$ cat src/rtl/smalu_pkg.sv
package smalu_pkg;

  localparam int unsigned OP_W   = 3;
  localparam int unsigned DATA_W = 32;
  localparam int unsigned ST_W   = 2;
  localparam int unsigned UPC_W  = 5;

  localparam logic [OP_W-1:0] OP_PUSH = 3'd0;
  localparam logic [OP_W-1:0] OP_POP  = 3'd1;
  localparam logic [OP_W-1:0] OP_ADD  = 3'd2;
  localparam logic [OP_W-1:0] OP_SUB  = 3'd3;
  localparam logic [OP_W-1:0] OP_MUL  = 3'd4;
  localparam logic [OP_W-1:0] OP_DIV  = 3'd5;

  localparam logic [ST_W-1:0] ST_OK        = 2'd0;
  localparam logic [ST_W-1:0] ST_OVERFLOW  = 2'd1;
  localparam logic [ST_W-1:0] ST_UNDERFLOW = 2'd2;
  localparam logic [ST_W-1:0] ST_DIVZERO   = 2'd3;

  // microprogram addresses
  localparam logic [UPC_W-1:0] U_IDLE = 5'd0;
  localparam logic [UPC_W-1:0] U_PUSH = 5'd1;
  localparam logic [UPC_W-1:0] U_POP0 = 5'd2;
  localparam logic [UPC_W-1:0] U_POP1 = 5'd3;
  localparam logic [UPC_W-1:0] U_AR0  = 5'd4;
  localparam logic [UPC_W-1:0] U_AR1  = 5'd5;
  localparam logic [UPC_W-1:0] U_AR2  = 5'd6;
  localparam logic [UPC_W-1:0] U_ALU  = 5'd7;
  localparam logic [UPC_W-1:0] U_WB   = 5'd8;
  localparam logic [UPC_W-1:0] U_DIV0 = 5'd9;
  localparam logic [UPC_W-1:0] U_DIV1 = 5'd10;
  localparam logic [UPC_W-1:0] U_DIV2 = 5'd11;
  localparam logic [UPC_W-1:0] U_OVF  = 5'd12;
  localparam logic [UPC_W-1:0] U_UND  = 5'd13;
  localparam logic [UPC_W-1:0] U_DZ   = 5'd14;
  localparam logic [UPC_W-1:0] U_NOP  = 5'd15;
  localparam logic [UPC_W-1:0] U_EMIT = 5'd16;

  typedef enum logic [2:0] {
    JC_NEXT,
    JC_GOTO,
    JC_DISPATCH,
    JC_ALUSEL,
    JC_LOOP,
    JC_EMIT
  } jump_e;

  typedef enum logic {
    RD_TOP,
    RD_NEXT
  } rd_e;

  typedef enum logic [1:0] {
    WR_NONE,
    WR_PUSH,
    WR_RES
  } wr_e;

  typedef enum logic [2:0] {
    RES_KEEP,
    RES_VAL,
    RES_RDATA,
    RES_ALU,
    RES_QUO,
    RES_ZERO
  } res_e;

  typedef enum logic [1:0] {
    CNT_KEEP,
    CNT_INC,
    CNT_DEC
  } cnt_e;

  typedef enum logic [1:0] {
    DIV_IDLE,
    DIV_INIT,
    DIV_STEP
  } div_cmd_e;

  typedef struct packed {
    rd_e              rd;
    logic             ld_b;
    logic             ld_a;
    wr_e              wr;
    res_e             res;
    cnt_e             cnt;
    logic             st_ld;
    logic [ST_W-1:0]  st;
    div_cmd_e         div;
    jump_e            jc;
    logic [UPC_W-1:0] tgt;
  } ctrl_t;

  localparam ctrl_t CTRL_IDLE = '{
    rd:    RD_TOP,
    ld_b:  1'b0,
    ld_a:  1'b0,
    wr:    WR_NONE,
    res:   RES_KEEP,
    cnt:   CNT_KEEP,
    st_ld: 1'b0,
    st:    ST_OK,
    div:   DIV_IDLE,
    jc:    JC_DISPATCH,
    tgt:   U_IDLE
  };

  // control store
  function automatic ctrl_t ucode(logic [UPC_W-1:0] addr);
    ctrl_t c;
    c = CTRL_IDLE;
    unique case (addr)
      U_IDLE: begin
        c.jc = JC_DISPATCH;
      end
      U_PUSH: begin
        c.wr = WR_PUSH; c.res = RES_VAL; c.cnt = CNT_INC;
        c.st_ld = 1'b1; c.st = ST_OK; c.jc = JC_GOTO; c.tgt = U_EMIT;
      end
      U_POP0: begin
        c.rd = RD_TOP; c.jc = JC_NEXT;
      end
      U_POP1: begin
        c.res = RES_RDATA; c.cnt = CNT_DEC;
        c.st_ld = 1'b1; c.st = ST_OK; c.jc = JC_GOTO; c.tgt = U_EMIT;
      end
      U_AR0: begin
        c.rd = RD_TOP; c.jc = JC_NEXT;
      end
      U_AR1: begin
        c.ld_b = 1'b1; c.rd = RD_NEXT; c.jc = JC_NEXT;
      end
      U_AR2: begin
        c.ld_a = 1'b1; c.jc = JC_ALUSEL;
      end
      U_ALU: begin
        c.res = RES_ALU; c.jc = JC_NEXT;
      end
      U_WB: begin
        c.wr = WR_RES; c.cnt = CNT_DEC;
        c.st_ld = 1'b1; c.st = ST_OK; c.jc = JC_GOTO; c.tgt = U_EMIT;
      end
      U_DIV0: begin
        c.div = DIV_INIT; c.jc = JC_NEXT;
      end
      U_DIV1: begin
        c.div = DIV_STEP; c.jc = JC_LOOP;
      end
      U_DIV2: begin
        c.res = RES_QUO; c.jc = JC_GOTO; c.tgt = U_WB;
      end
      U_OVF: begin
        c.res = RES_ZERO; c.st_ld = 1'b1; c.st = ST_OVERFLOW;
        c.jc = JC_GOTO; c.tgt = U_EMIT;
      end
      U_UND: begin
        c.res = RES_ZERO; c.st_ld = 1'b1; c.st = ST_UNDERFLOW;
        c.jc = JC_GOTO; c.tgt = U_EMIT;
      end
      U_DZ: begin
        c.res = RES_ZERO; c.st_ld = 1'b1; c.st = ST_DIVZERO;
        c.jc = JC_GOTO; c.tgt = U_EMIT;
      end
      U_NOP: begin
        c.res = RES_ZERO; c.st_ld = 1'b1; c.st = ST_OK;
        c.jc = JC_GOTO; c.tgt = U_EMIT;
      end
      U_EMIT: begin
        c.jc = JC_EMIT; c.tgt = U_IDLE;
      end
      default: begin
        c.jc = JC_GOTO; c.tgt = U_IDLE;
      end
    endcase
    return c;
  endfunction

endpackage

$ cat src/rtl/smalu_in_if.sv
interface smalu_in_if import smalu_pkg::*; ();
  logic                     valid;
  logic                     ready;
  logic [OP_W-1:0]          operation;
  logic signed [DATA_W-1:0] value;

  modport source (output valid, output operation, output value, input ready);
  modport sink (input valid, input operation, input value, output ready);
endinterface

$ cat src/rtl/smalu_out_if.sv
interface smalu_out_if import smalu_pkg::*; #(
  parameter int unsigned DEPTH_W = 5
) ();
  logic                     valid;
  logic                     ready;
  logic [ST_W-1:0]          status;
  logic signed [DATA_W-1:0] data;
  logic [DEPTH_W-1:0]       depth;

  modport source (output valid, output status, output data, output depth, input ready);
  modport sink (input valid, input status, input data, input depth, output ready);
endinterface

$ cat src/rtl/smalu_div.sv
module smalu_div import smalu_pkg::*; (
  input  logic              clk_i,
  input  logic              rst_ni,
  input  div_cmd_e          cmd_i,
  input  logic [DATA_W-1:0] dividend_i,
  input  logic [DATA_W-1:0] divisor_i,
  output logic [DATA_W-1:0] quotient_o,
  output logic              last_o
);

  localparam int unsigned CNT_W = $clog2(DATA_W);

  logic [DATA_W-1:0] rem_q, rem_d;
  logic [DATA_W-1:0] quo_q, quo_d;
  logic [DATA_W-1:0] dsr_q, dsr_d;
  logic              neg_q, neg_d;
  logic [CNT_W-1:0]  cnt_q, cnt_d;
  logic [DATA_W:0]   shifted;
  logic [DATA_W:0]   diff;

  assign shifted = {rem_q, quo_q[DATA_W-1]};
  assign diff    = shifted - {1'b0, dsr_q};

  always_comb begin
    rem_d = rem_q;
    quo_d = quo_q;
    dsr_d = dsr_q;
    neg_d = neg_q;
    cnt_d = cnt_q;
    case (cmd_i)
      DIV_INIT: begin
        rem_d = '0;
        quo_d = dividend_i[DATA_W-1] ? (~dividend_i + 1'b1) : dividend_i;
        dsr_d = divisor_i[DATA_W-1] ? (~divisor_i + 1'b1) : divisor_i;
        neg_d = dividend_i[DATA_W-1] ^ divisor_i[DATA_W-1];
        cnt_d = CNT_W'(DATA_W - 1);
      end
      DIV_STEP: begin
        if (!diff[DATA_W]) begin
          rem_d = diff[DATA_W-1:0];
          quo_d = {quo_q[DATA_W-2:0], 1'b1};
        end else begin
          rem_d = shifted[DATA_W-1:0];
          quo_d = {quo_q[DATA_W-2:0], 1'b0};
        end
        cnt_d = cnt_q - 1'b1;
      end
      default: ;
    endcase
  end

  always_ff @(posedge clk_i or negedge rst_ni) begin
    if (!rst_ni) begin
      cnt_q <= '0;
    end else begin
      cnt_q <= cnt_d;
    end
  end

  always_ff @(posedge clk_i) begin
    rem_q <= rem_d;
    quo_q <= quo_d;
    dsr_q <= dsr_d;
    neg_q <= neg_d;
  end

  assign quotient_o = neg_q ? (~quo_q + 1'b1) : quo_q;
  assign last_o     = (cnt_q == '0);

endmodule

$ cat src/rtl/stack_machine_alu_top.sv
// channel | dir | handshake     | payload
// req_i   | in  | valid / ready | operation, value
// rsp_o   | out | valid / ready | status, data, depth
//
// One request at a time, run by a microprogram sequencer; the result sits in
// an output register while the next request is taken.
// Divide runs the radix-2 divider loop, one quotient bit per step; a divide
// by zero skips the loop.
// Reset empties the stack at once; the stack memory itself is not cleared.
// A stalled response holds the sequencer in its emit step.
module stack_machine_alu_top import smalu_pkg::*; #(
  parameter int unsigned STACK_DEPTH = 16
) (
  input  logic         clk_i,
  input  logic         rst_ni,
  smalu_in_if.sink     req_i,
  smalu_out_if.source  rsp_o
);

  localparam int unsigned AW = $clog2(STACK_DEPTH);
  localparam int unsigned DW = $clog2(STACK_DEPTH + 1);

  logic [UPC_W-1:0]  upc_q, upc_d;
  ctrl_t             cw;
  logic [DW-1:0]     cnt_q, cnt_d;
  logic [DW-1:0]     top_w, next_w;
  logic [OP_W-1:0]   op_q;
  logic [DATA_W-1:0] val_q;
  logic [DATA_W-1:0] a_q, b_q;
  logic [DATA_W-1:0] res_q, res_d;
  logic [ST_W-1:0]   st_q;
  logic [DATA_W-1:0] mem [STACK_DEPTH];
  logic [DATA_W-1:0] rdata_q;
  logic [AW-1:0]     raddr, waddr;
  logic [DATA_W-1:0] wdata;
  logic              wr_en;
  logic [DATA_W-1:0] alu_w;
  logic [DATA_W-1:0] quo_w;
  logic              div_last;
  logic              fire;
  logic              slot_free;
  logic              emit;
  logic              out_valid_q;
  logic [ST_W-1:0]   out_st_q;
  logic [DATA_W-1:0] out_data_q;
  logic [DW-1:0]     out_depth_q;

  assign cw        = ucode(upc_q);
  assign req_i.ready = (upc_q == U_IDLE);
  assign fire      = req_i.valid && req_i.ready;
  assign slot_free = !out_valid_q || rsp_o.ready;
  assign emit      = (cw.jc == JC_EMIT) && slot_free;

  assign top_w  = cnt_q - DW'(1);
  assign next_w = cnt_q - DW'(2);

  // sequencer
  always_comb begin
    upc_d = upc_q;
    unique case (cw.jc)
      JC_NEXT: upc_d = upc_q + 1'b1;
      JC_GOTO: upc_d = cw.tgt;
      JC_DISPATCH: begin
        if (fire) begin
          unique case (req_i.operation) inside
            OP_PUSH: upc_d = (cnt_q == DW'(STACK_DEPTH)) ? U_OVF : U_PUSH;
            OP_POP:  upc_d = (cnt_q == '0) ? U_UND : U_POP0;
            OP_ADD, OP_SUB, OP_MUL, OP_DIV:
                     upc_d = (cnt_q < DW'(2)) ? U_UND : U_AR0;
            default: upc_d = U_NOP;
          endcase
        end
      end
      JC_ALUSEL: begin
        if (op_q == OP_DIV) begin
          upc_d = (b_q == '0) ? U_DZ : U_DIV0;
        end else begin
          upc_d = U_ALU;
        end
      end
      JC_LOOP: upc_d = div_last ? upc_q + 1'b1 : upc_q;
      JC_EMIT: upc_d = slot_free ? cw.tgt : upc_q;
      default: upc_d = U_IDLE;
    endcase
  end

  always_comb begin
    case (op_q)
      OP_ADD:  alu_w = a_q + b_q;
      OP_SUB:  alu_w = a_q - b_q;
      default: alu_w = a_q * b_q;
    endcase
  end

  always_comb begin
    case (cw.res)
      RES_VAL:   res_d = val_q;
      RES_RDATA: res_d = rdata_q;
      RES_ALU:   res_d = alu_w;
      RES_QUO:   res_d = quo_w;
      RES_ZERO:  res_d = '0;
      default:   res_d = res_q;
    endcase
  end

  always_comb begin
    case (cw.cnt)
      CNT_INC: cnt_d = cnt_q + 1'b1;
      CNT_DEC: cnt_d = cnt_q - 1'b1;
      default: cnt_d = cnt_q;
    endcase
  end

  assign raddr = (cw.rd == RD_NEXT) ? next_w[AW-1:0] : top_w[AW-1:0];
  assign wr_en = (cw.wr != WR_NONE);
  assign waddr = (cw.wr == WR_PUSH) ? cnt_q[AW-1:0] : next_w[AW-1:0];
  assign wdata = (cw.wr == WR_PUSH) ? val_q : res_q;

  always_ff @(posedge clk_i) begin
    if (wr_en) begin
      mem[waddr] <= wdata;
    end
    rdata_q <= mem[raddr];
  end

  smalu_div u_div (
    .clk_i      (clk_i),
    .rst_ni     (rst_ni),
    .cmd_i      (cw.div),
    .dividend_i (a_q),
    .divisor_i  (b_q),
    .quotient_o (quo_w),
    .last_o     (div_last)
  );

  always_ff @(posedge clk_i or negedge rst_ni) begin
    if (!rst_ni) begin
      upc_q       <= U_IDLE;
      cnt_q       <= '0;
      out_valid_q <= 1'b0;
    end else begin
      upc_q <= upc_d;
      cnt_q <= cnt_d;
      if (emit) begin
        out_valid_q <= 1'b1;
      end else if (rsp_o.ready) begin
        out_valid_q <= 1'b0;
      end
    end
  end

  always_ff @(posedge clk_i) begin
    if (fire) begin
      op_q  <= req_i.operation;
      val_q <= req_i.value;
    end
    if (cw.ld_a) begin
      a_q <= rdata_q;
    end
    if (cw.ld_b) begin
      b_q <= rdata_q;
    end
    if (cw.st_ld) begin
      st_q <= cw.st;
    end
    res_q <= res_d;
    if (emit) begin
      out_st_q    <= st_q;
      out_data_q  <= res_q;
      out_depth_q <= cnt_q;
    end
  end

  assign rsp_o.valid  = out_valid_q;
  assign rsp_o.status = out_st_q;
  assign rsp_o.data   = out_data_q;
  assign rsp_o.depth  = out_depth_q;

endmodule
$ cat src/flat_wrapper.sv
// flat-port wrapper written by rule: the top's interface ports become plain ports
module stack_machine_alu_top_flat import smalu_pkg::*;
#(
  parameter int unsigned STACK_DEPTH = 16
)
  (clk_i, rst_ni, req_i_valid, req_i_operation, req_i_value, req_i_ready, rsp_o_valid, rsp_o_status, rsp_o_data, rsp_o_depth, rsp_o_ready);
  smalu_in_if req_i_i ();
  smalu_out_if rsp_o_i ();
  input  logic clk_i;
  input  logic rst_ni;
  input wire logic [$bits(req_i_i.valid)-1:0] req_i_valid;
  input wire logic [$bits(req_i_i.operation)-1:0] req_i_operation;
  input wire logic [$bits(req_i_i.value)-1:0] req_i_value;
  output wire logic [$bits(req_i_i.ready)-1:0] req_i_ready;
  output wire logic [$bits(rsp_o_i.valid)-1:0] rsp_o_valid;
  output wire logic [$bits(rsp_o_i.status)-1:0] rsp_o_status;
  output wire logic [$bits(rsp_o_i.data)-1:0] rsp_o_data;
  output wire logic [$bits(rsp_o_i.depth)-1:0] rsp_o_depth;
  input wire logic [$bits(rsp_o_i.ready)-1:0] rsp_o_ready;
  assign req_i_i.valid = req_i_valid;
  assign req_i_i.operation = req_i_operation;
  assign req_i_i.value = req_i_value;
  assign req_i_ready = req_i_i.ready;
  assign rsp_o_valid = rsp_o_i.valid;
  assign rsp_o_status = rsp_o_i.status;
  assign rsp_o_data = rsp_o_i.data;
  assign rsp_o_depth = rsp_o_i.depth;
  assign rsp_o_i.ready = rsp_o_ready;
  stack_machine_alu_top #(.STACK_DEPTH(STACK_DEPTH)) u_core (.clk_i(clk_i), .rst_ni(rst_ni), .req_i(req_i_i), .rsp_o(rsp_o_i));
endmodule
$ cat config.mk
export PLATFORM = sky130hd
export DESIGN_NAME = stack_machine_alu_top_flat
export DESIGN_NICKNAME = d
export VERILOG_FILES = /design/src/rtl/smalu_pkg.sv /design/src/rtl/smalu_in_if.sv /design/src/rtl/smalu_out_if.sv /design/src/rtl/smalu_div.sv /design/src/rtl/stack_machine_alu_top.sv /design/src/flat_wrapper.sv
export SDC_FILE = /design/constraint.sdc
export NUM_CORES = 2
export LEC_CHECK = 0
export BUFFER_PORTS_ARGS = -buffer_cell sky130_fd_sc_hd__buf_2
export CORE_ASPECT_RATIO = 0.8
export CORE_MARGIN = 10
export CORE_UTILIZATION = 60
export CTS_BUF_LIST = sky130_fd_sc_hd__clkbuf_4
export CTS_CLUSTER_DIAMETER = 100
export DETAILED_ROUTE_END_ITERATION = 10
export GPL_TIMING_DRIVEN = 1
export MAX_ROUTING_LAYER = met4
export PLACE_DENSITY = 0.87
export SYNTH_ARGS = -nofsm -noshare
export SYNTH_HDL_FRONTEND = slang
export SYNTH_SLANG_ARGS = --single-unit
$ cat constraint.sdc
create_clock -name clk_i -period 12.4 [get_ports clk_i]
set_clock_uncertainty 0.05 [all_clocks]
set_input_delay 0.62 -clock clk_i [delete_from_list [all_inputs] [get_ports clk_i]]
set_output_delay 0.62 -clock clk_i [all_outputs]
set_load 0.02 [all_outputs]
Word-level counts from Yosys, hierarchy flattened

Memories as Yosys holds them, arrays and structs flattened. A register that Yosys moved wholly into a read port is not among the register bits.
Index checks and enable logic that the tools add are counted.

Register bits after elaboration: 285
Bits in latches: 0
Bits in writable memories: 512
Bits in read-only memories: 0
Output and inout port bits: 41
Word-level logic and storage cells: 138
Memories kept: 1

$add $sub $neg: 11
Multiply operators: 1
Div/mod/pow operators: 0
$lt $le $gt $ge: 1
Eq/ne operators: 43
Shift-type cells: 0
Multiplexer cells: 37
Bitwise logic cells: 4
Reductions and logical operators: 22

Memory list:

| name       | depth | bits a word | rd ports | clocked after memory_dff | write ports | RTL line                    | source |
|---|---|---|---|---|---|---|---|
| u_core.mem | 16    | 32          | 1        | 1                        | 1           | stack_machine_alu_top.sv:32 | `logic [DATA_W-1:0] mem [STACK_DEPTH];` |

Operator list:

| cell                                                             | number |
|---|---|
| 32-bit one-hot mux with 2 select lines                           | 3 |
| 32-bit one-hot mux with 5 select lines                           | 1 |
| 32-bit two-way mux                                               | 4 |
| 32-bit by 1-bit adder with 32-bit output (second input constant) | 3 |
| 32-bit NOT                                                       | 3 |
| 5-bit by 4-bit == test with 1-bit output (second input constant) | 8 |
| 33-bit by 32-bit subtractor with 33-bit output                   | 1 |
| 32-bit adder                                                     | 1 |
| 32-bit zero test                                                 | 1 |
| 32-bit by 32-bit multiplier with 32-bit output                   | 1 |
| 32-bit subtractor                                                | 1 |
| 31-bit two-way mux                                               | 1 |
| 3-bit one-hot mux with 5 select lines                            | 2 |
| 5-bit one-hot mux with 2 select lines                            | 3 |
| 5-bit one-hot mux with 6 select lines                            | 1 |
| 3-bit by 2-bit == test with 1-bit output (second input constant) | 8 |
| 3-bit == test (second input constant)                            | 7 |
| 5-bit by 3-bit == test with 1-bit output (second input constant) | 4 |
| 4-bit two-way mux                                                | 5 |
| 5-bit two-way mux                                                | 4 |
| 5-bit zero test                                                  | 3 |
| 5-bit one-hot mux with 3 select lines                            | 1 |
| 2-bit one-hot mux with 2 select lines                            | 3 |
| 3-bit one-hot mux with 4 select lines                            | 1 |
| other kinds (25)                                                 | 49 |

Depth between registers and ports, before layout

Depth after elaboration: 6
Gate-level depth with buffers: 28
Mapped depth without buffers: 26

Cells and area by module

Synthesis repeated with hierarchy kept, for this count alone.

Cells, all modules: 4307
Area total of the unflattened synthesis: 53446.3 um2

Modules (own cells, without submodules):

| module                | times used | cells each | area an instance (um2) |
|---|---|---|---|
| stack_machine_alu_top | 1          | 3499       | 45732.6 |
| smalu_div             | 1          | 808        | 7713.6 |

Worst setup path after synthesis

No wires, ideal clock.

Path kind: reg-to-reg
Start: reg u_core.b_q[6]
End: reg u_core.res_q[30] (data pin)
Library setup time: 0.259 ns
Arrival time: 6.969 ns
Data required time: 12.091 ns
Path slack: 5.122 ns
Stages on the path, launching flop included: 24
Path buffers: 2
Clock period less this slack: 7.278 ns
Cells stage by stage: edfxtp_1 > clkbuf_1 > clkbuf_1 > and2_1 > fa_1 > fa_1 > fa_1 > inv_1 > fa_1 > inv_1 > fa_1 > fa_1 > fa_1 > fa_1 > ha_1 > a21o_1 > a21o_1 > nand3_1 > a21boi_0 > o21ai_0 > o41ai_1 > a2111o_1 > nand3_1 > a211o_1

Longest elaborated chain between the ends: 3

RTL lines:

| element                                                                      | RTL line                     | source |
|---|---|---|
| start: declaration                                                           | stack_machine_alu_top.sv:29  | `logic [DATA_W-1:0] a_q, b_q;` |
| start signal: assignment                                                     | stack_machine_alu_top.sv:161 | `b_q <= rdata_q;` |
| 32-bit by 32-bit multiplier with 32-bit output, or another cell as far along | stack_machine_alu_top.sv:91  | `default: alu_w = a_q * b_q;` |
| 32-bit one-hot mux with 2 select lines *                                     | stack_machine_alu_top.sv:88  | `case (op_q)` |
| 32-bit one-hot mux with 5 select lines *                                     | stack_machine_alu_top.sv:96  | `case (cw.res)` |
| named net u_core.res_d[30]                                                   | stack_machine_alu_top.sv:30  | `logic [DATA_W-1:0] res_q, res_d;` |
| end signal: assignment                                                       | stack_machine_alu_top.sv:166 | `res_q <= res_d;` |
| end: declaration                                                             | stack_machine_alu_top.sv:30  |  |

The timed path passes the listed nets; every way through them passes the cells marked *.
A chain may end at the register's enable or synchronous reset.

Final worst setup path

Start: reg u_core.b_q[3]
End: reg u_core.res_q[30] (data pin)

The elaborated chain is that of the path after synthesis.

==> results.md <==
- Status: completed
- DRC: 0
- Worst-path clk slew: 80 ps
- Mean post-synth cell area: 12.3 um^2
- Max cap viols: 0
- Post-synth EDFFs: 781
- TritonRoute pass-1 iters: 9
- Top FF cell, synth: edfxtp_1
- Commonest cells post-synth: 781 x edfxtp_1, 471 x nand2_1, 464 x inv_1
- Initial antenna violation count: 4
- Maximum clock insertion buffer count: 3
- Top cell type by total area after synthesis: edfxtp_1
- Netlist cell types: 84
- Yosys top cell area share: 44.0%
- Slew @ Worst Pin: ~1300 ps
- Die Ht: ~290 um
- Fin cells: 5820
- CTS Sinks: 829
- Vias in the first global route: 37986
- Maximum clock rate: 114 MHz
- Clock Root Buffer: clkbuf_4
- Final setup fails: 0
- H-tree depth: 4
- Post-route ant nets: 0
- Async set-reset flop share out of synthesis: 1.93%
- Count of hold-fix buffers inserted at cts: 39
- Die width: ~350 um
- RSZ-0062 raised after global routing: false
- Top-count cell post-synth: edfxtp_1
- Grt total ovfl: 0
- Clock Latency Late Sink: 1020 ps
- Hold Path Class: in2async
- Post-synthesis cell area: 53300 um^2
- Crit path top cell by count: fa_1
- WL final: 148 mm
- Sequential element share of the synthesized area: 46.0%
- CTS buffer count: 183
- IO Count: 80
- Worst path cell trace: and2_1, fa_1, inv_1, fa_1, fa_1, fa_1, inv_1, ha_1, ha_1, fa_1, fa_1, ha_1, a21o_1, nor4b_1, a31o_2, o31ai_1, a21oi_1, o21ai_0, o41ai_1, a2111o_1, nand3_1, a211o_1
- Detailed Place HPWL: 99.2 mm
- Worst setup EP type: flip-flop
- Worst Path Arrival: between 9000 and 10000 ps
- FF+latch count, synth: 829
- Crit Path Max Fanout: 33
- Gpl congestion: about 1
- Mapped Cells: 4336
- Max-slew violations: 0
- Slew HR: between 10% and 20%
- CTS tree: done
- Layout area overhead: 8.73%
- Global router's overall resource usage: a little over 30%
- Hold Vio Cnt, Final: 0
- Cells on worst reg2reg path: 22
- Initial Util: about three fifths
- Worst Setup Start Kind: flip-flop
- IO buf count: 79
- Via Count: approximately 37000
- Rows: between 90 and 100
- Setup TNS after final layout: 0 ps
- DIE AREA: 101000 um^2
- Largest net degree at the start of global routing: 103
- Layout cells sized above 1: roughly 14%
- Vias per cell: 6.32
- Synth top area cells: edfxtp_1 44%, fa_1 15%, mux4_2 5.4%, ha_1 4.8%, and2_1 3.7%
- Buffer count from post-CTS setup fixing: 0
- Post_cts resized: 0
- DR iter-0 viols: 5246
- CP max stage delay: 1210 ps
- Synthesized net count: 4991
- Final Cycle Share: 70.8%
- Nets: ~5100
- Drt wl/cell: 25.4 um
- Layout Utilization: between 60% and 70%
- First-pass GRT wire length: 229 mm
- Core area: 87900 um^2
- Worst Setup Path Type: reg2reg
- Synthesis Warnings: 0
- Crit path time final: between 8000 and 9000 ps
- Slowest-stage cell, CP: edfxtp_1
- Inst Count DP: 5452
- Data required, critical path: 13030 ps
## metrics by stage
step / hold slack [ps] / instance area [um^2] / setup slack [ps]
2_1_floorplan: 274 / 53300 / 5120
3_3_place_gp: 379 / 55100 / 4120
3_5_place_dp: 384 / 55100 / 3930
4_1_cts: 14.8 / 57900 / 3820
5_1_grt: 101 / 57900 / 3210
6_report: 128 / 57900 / 3620
## layout by cell type (no fill, tap or decap), types with 39 or more instances in the layout
master         netlist  routed
mux2i_1             67      66
xnor2_1            153     151
clkbuf_4             0     287
ha_1               206     205
dlygate4sd3_1        0      39
buf_2                9      79
a21o_1              39      39
edfxtp_1           781     781
xor2_1              98      98
o21ai_0            149     149
a211oi_1            49      49
and2_1             312     311
buf_4                0      86
a21oi_1            137     134
inv_1              464     464
nor2_1             137     124
o31ai_1             41      41
nor2b_1             57      53
fa_1               410     410
mux4_2             128     128
nand2_1            471     471
## final cells by class
cell class,count,area [um^2]
Multi-Input combinational cell,2804,26300
Timing Repair Buffer,205,1450
Clock inverter,38,255
Clock buffer,287,2150
Tap cell,1188,1490
Sequential cell,829,24500
Antenna cell,4,10.0
Inverter,465,1750
Fill cell,6231,29900
## worst paths after layout
path | end | slack [ps] | startpoint
max in group asynchronous | u_core.upc_q[1] | 11270 | rst_ni
min in group clk_i | u_core.val_q[10] | 270 | req_i_value[10]
worst min-delay path | u_core.upc_q[0] | 130 | rst_ni
worst max-delay path | u_core.res_q[30] | 3620 | u_core.b_q[3]
worst max register to register | u_core.res_q[30] | 3620 | u_core.b_q[3]
worst min register to register | u_core.rsp_o.data[0] | 330 | u_core.res_q[0]
## routing by layer
metal | vias to the layer above | track usage, % | routed length, um
met2 | 2775 | 43.8 | 65200
met1 | 18188 | 40.8 | 55900
met4 | 0 | 11.2 | 5800
met3 | 428 | 8.51 | 21000
li1 | 15377 | - | -
met5 | - | - | 0
## flip-flops by register name, summed over array words and instances (netlist names), 32 cells and up
signal              cells
u_core.rsp_o.data      32
u_core.u_div.rem_q     32
u_core.u_div.dsr_q     32
u_core.val_q           32
u_core.u_div.quo_q     32
u_core.a_q             32
u_core.res_q           32
u_core.b_q             32
u_core.rdata_q         32
u_core.mem            512
## worst max-delay path, delay by kind of cell (launching register included)
family	cells	cell delay, ps
flip-flops	1	1210
adder cells (fa/ha/maj)	9	3710
AO/OA/AOI/OAI	8	2730
buffers and inverters	2	120
AND/OR/NAND/NOR	3	600
## cell families (layout without fill, tap and decap cells)
group,Yosys count,in the layout,synth area share (%)
AOI/OAI and AO/OA,575,575,7.05
xor gates and xnor gates,251,251,4.13
adders and majority gates,616,616,20.2
buffers and inverters,703,995,4.99
DFF,829,829,46.0
muxes,197,197,6.71
other,0,4,0
and+or+nand+nor,1165,1165,10.9
Power is not shown: default switching activity piles up to over one toggle a cycle in this logic, so the estimate is an artifact.
